==> src/rtl/core/hufd_ram.sv <==
module hufd_ram #(
  parameter int WIDTH = 8,
  parameter int DEPTH = 256
) (
  input  logic                     clk_i,
  input  logic                     we_i,
  input  logic [$clog2(DEPTH)-1:0] waddr_i,
  input  logic [WIDTH-1:0]         wdata_i,
  input  logic [$clog2(DEPTH)-1:0] raddr_i,
  output logic [WIDTH-1:0]         rdata_o
);

  logic [WIDTH-1:0] mem_q [DEPTH];
  logic [WIDTH-1:0] rdata_q;

  always_ff @(posedge clk_i) begin
    if (we_i) begin
      mem_q[waddr_i] <= wdata_i;
    end
    rdata_q <= mem_q[raddr_i];
  end

  assign rdata_o = rdata_q;

endmodule

==> config.mk <==
export PLATFORM = sky130hd
export DESIGN_NAME = hufd_ram
export DESIGN_NICKNAME = d
export VERILOG_FILES = /design/src/rtl/core/hufd_ram.sv
export SDC_FILE = /design/constraint.sdc
export NUM_CORES = 2
export LEC_CHECK = 0
export BUFFER_PORTS_ARGS = -buffer_cell sky130_fd_sc_hd__buf_4
export CAP_MARGIN = 40
export CELL_PAD_IN_SITES_DETAIL_PLACEMENT = 0
export CELL_PAD_IN_SITES_GLOBAL_PLACEMENT = 1
export CORE_MARGIN = 3
export CORE_UTILIZATION = 53
export DETAILED_ROUTE_END_ITERATION = 8
export PLACE_DENSITY = 0.85
export SLEW_MARGIN = 20
export SYNTH_ARGS = -nofsm -noshare
export SYNTH_HDL_FRONTEND = slang
export SYNTH_SLANG_ARGS = --single-unit
==> constraint.sdc <==
create_clock -name clk_i -period 4.31 [get_ports clk_i]
set_clock_uncertainty 0.1 [all_clocks]
set_input_delay 0.862 -clock clk_i [delete_from_list [all_inputs] [get_ports clk_i]]
set_output_delay 0.862 -clock clk_i [all_outputs]
set_load 0.1 [all_outputs]
==> metrics.cfg <==
[global_routing]
grt_remaining_overflow=0
grt.total_usage_pct=24.94
grt_max_degree=125
grt_pass1_wl_mm=282.7
grt_pass1_vias=40540
antenna_found_initial=10

[worst_setup_path]
rr_worst_depth=5
cp_max_fo=45
crit_type=input pin to flip-flop
r2r_start=mem_q[71][1]
path_cells=buf_8 -> buf_12 -> buf_12 -> buf_4 -> mux4_2 -> nor2b_1 -> a211oi_1 -> nor2_1 -> nor4_1 -> nor4_1
path_delay_family=simple AND/OR/NAND/NOR gates
end_kind=flip-flop
reg2reg_to=rdata_o[1]
start_kind=input pin
arrival_ps=4040
cp_slowest_stage_delay_ps=750
critPathRequiredTime_ps=4890
crit_path_top_delay_cell=nor4_1
r2r_setup_slack_ps=1570
crit_buf_inv=4

[drt]
via_count=40450
wl_per_cell_microns=31.08
firstDrtPassIters=5
drt-vias-per-instance=6.524
antenna_left=0
post-route-drc-count=0
drt_iter0_drc=5566
drt-total-wl_mm=192.7

[hold_path]
hold_depth=1
min-delay-path-class=input pin to flip-flop
hp-start=wdata_i[7]
whs_endpoint=mem_q[172][7]

[power]
ir_worst_vdd_mv=0.4510
p_per_area_nw_per_um2=452.4
fin_total_pwr_uw=40650
p_leak_uw=0.02813

[clock_network]
cts-hold-fix-buffers=0
cts_made_buffers=192
clock-sinks=2056
clk_pin_slew_ps=60
clk_path_buf_depth=3
cts_root_buf=clkbuf_16
cts_tree=built
htree_levels=4
post_cts_buffers=0
clock_latency_ps=840
cts_resized=0

[logic_synthesis]
synth-async-reset-ratio_pct=0
dominantRegCellSynth=edfxtp_1
ys_ff_latch=2056
ys_top_cells_by_area=edfxtp_1, mux4_2, mux2i_1
synth_common_cells=edfxtp_1, mux4_2, nor2_1
yosysTopAreaCellShare_pct=77.30
ys_seq_area_share_pct=77.50
synth_cell_types=55
ys_warn_count=0
avgSynthCellArea_sq_um=21.31
yosysTopAreaCell=edfxtp_1
synth_nets=3759
synth_area_sq_um=79560
postSynthCellCount=3733
synth_edf_count=2048
synth.most_common_cell=edfxtp_1

[timing]
slew_headroom_pct=35.67
holdWs_ps=312.4
worst_pin_slew_ps=965.0
drv_slew=0
min_period_ps=3461
setup_viol=0
fin_crit_sh_pct=80.29
setup_slack_ps=849.3
rsz0062_at_grt=false
hold_viol_final=0
fmax_ghz=0.2890

[place]
port_buffers=33
place_inst=5806
dpl.hpwl_mm=117.8
place_congestion=0.8599
dpl_worst_slack_ps=-27.99

[die]
core_area_sq_um=148400
die-area_sq_um=154800
die_y_microns=393.4
initial_core_util_pct=53.62
pin_count=34
num_rows=141
dieWidth_microns=393.4

[cells_and_area]
n_fill_cell=9831
syn_to_final_growth_pct=12.96
final_util_pct=60.57
num-nets-final=4062
seqCellArea_sq_um=61660
final_cells=6200
multi_input_area_sq_um=16480
drive_gt1_share_pct=25.74

[outcome]
outcome=finished clean

[flow_run]
drv_cap=0

[per-stage QoR]
step                      setup TNS, ps  cell area [sq um]
after floorplan                       0              79560
after global placement           -47.77              83330
after detailed placement         -27.99              83420
after CTS                             0              89520
after global routing                  0              89850
final                                 0              89860
[flip-flops by register name, indices dropped and copies added, names as in the netlist]
signal	cells
mem_q	2048
rdata_o	8
[cell usage in the layout, fill, tap and decap left out, types with 32 or more instances in the layout]
master / count
edfxtp_1: 2048
mux4_2: 454
buf_4: 290
nor2_1: 279
clkbuf_16: 192
mux2i_1: 134
a22oi_1: 133
a21oi_1: 96
clkbuf_1: 47
o221ai_1: 46
clkinv_1: 42
nand3_1: 34
nand2_1: 33
buf_12: 33
clkinv_2: 32
[kinds of logic after synthesis]
| group | Yosys count | synth area share [%] |
|---|---|---|
| AO/OA/AOI/OAI | 385 | 3.419 |
| buffers and inverters | 235 | 1.831 |
| flip-flops | 2056 | 77.50 |
| multiplexers | 591 | 14.62 |
| AND/OR/NAND/NOR | 466 | 2.628 |
[layout make-up]
type | count | share of cell area (%)
antenna | 6 | 0.01671
clock buffer | 245 | 5.635
clock inverter | 105 | 1.160
inverter | 2 | 0.008354
multi-input combinational | 1442 | 18.34
sequential | 2056 | 68.61
tap | 2002 | 2.787
timing repair buffer | 342 | 3.438
[power by group]
group          internal [uW]  switching (uW)  total (uW)  leakage [uW]
Sequential             22000            45.4       22100        0.0185
Combinational            757            1410        2170       0.00669
Clock                   9050            7360       16400       0.00297
[worst max path at each step]
| stage | from | slack (ps) | endpoint | cells after the start |
|---|---|---|---|---|
| after floorplan | raddr_i[0] | 1410 | rdata_o[2] | 9 |
| after CTS | raddr_i[0] | 830 | rdata_o[1] | 10 |
| after detailed placement | raddr_i[0] | -30 | rdata_o[1] | 10 |
| after global placement | raddr_i[0] | -30 | rdata_o[7] | 9 |
| final | raddr_i[0] | 850 | rdata_o[1] | 10 |
| after global routing | raddr_i[0] | 800 | rdata_o[1] | 10 |
[routing by layer]
| metal | GRT usage (%) | vias to the layer above | wire length (microns) |
|---|---|---|---|
| li1 | - | 16290 | - |
| met2 | 39.25 | 2733 | 93160 |
| met3 | 5.716 | 401 | 21960 |
| met4 | 8.698 | 6 | 6981 |
| met5 | 0 | - | 39 |
| met1 | 34.77 | 21020 | 70560 |
No activity file was read; power rests on OpenSTA's default activity.
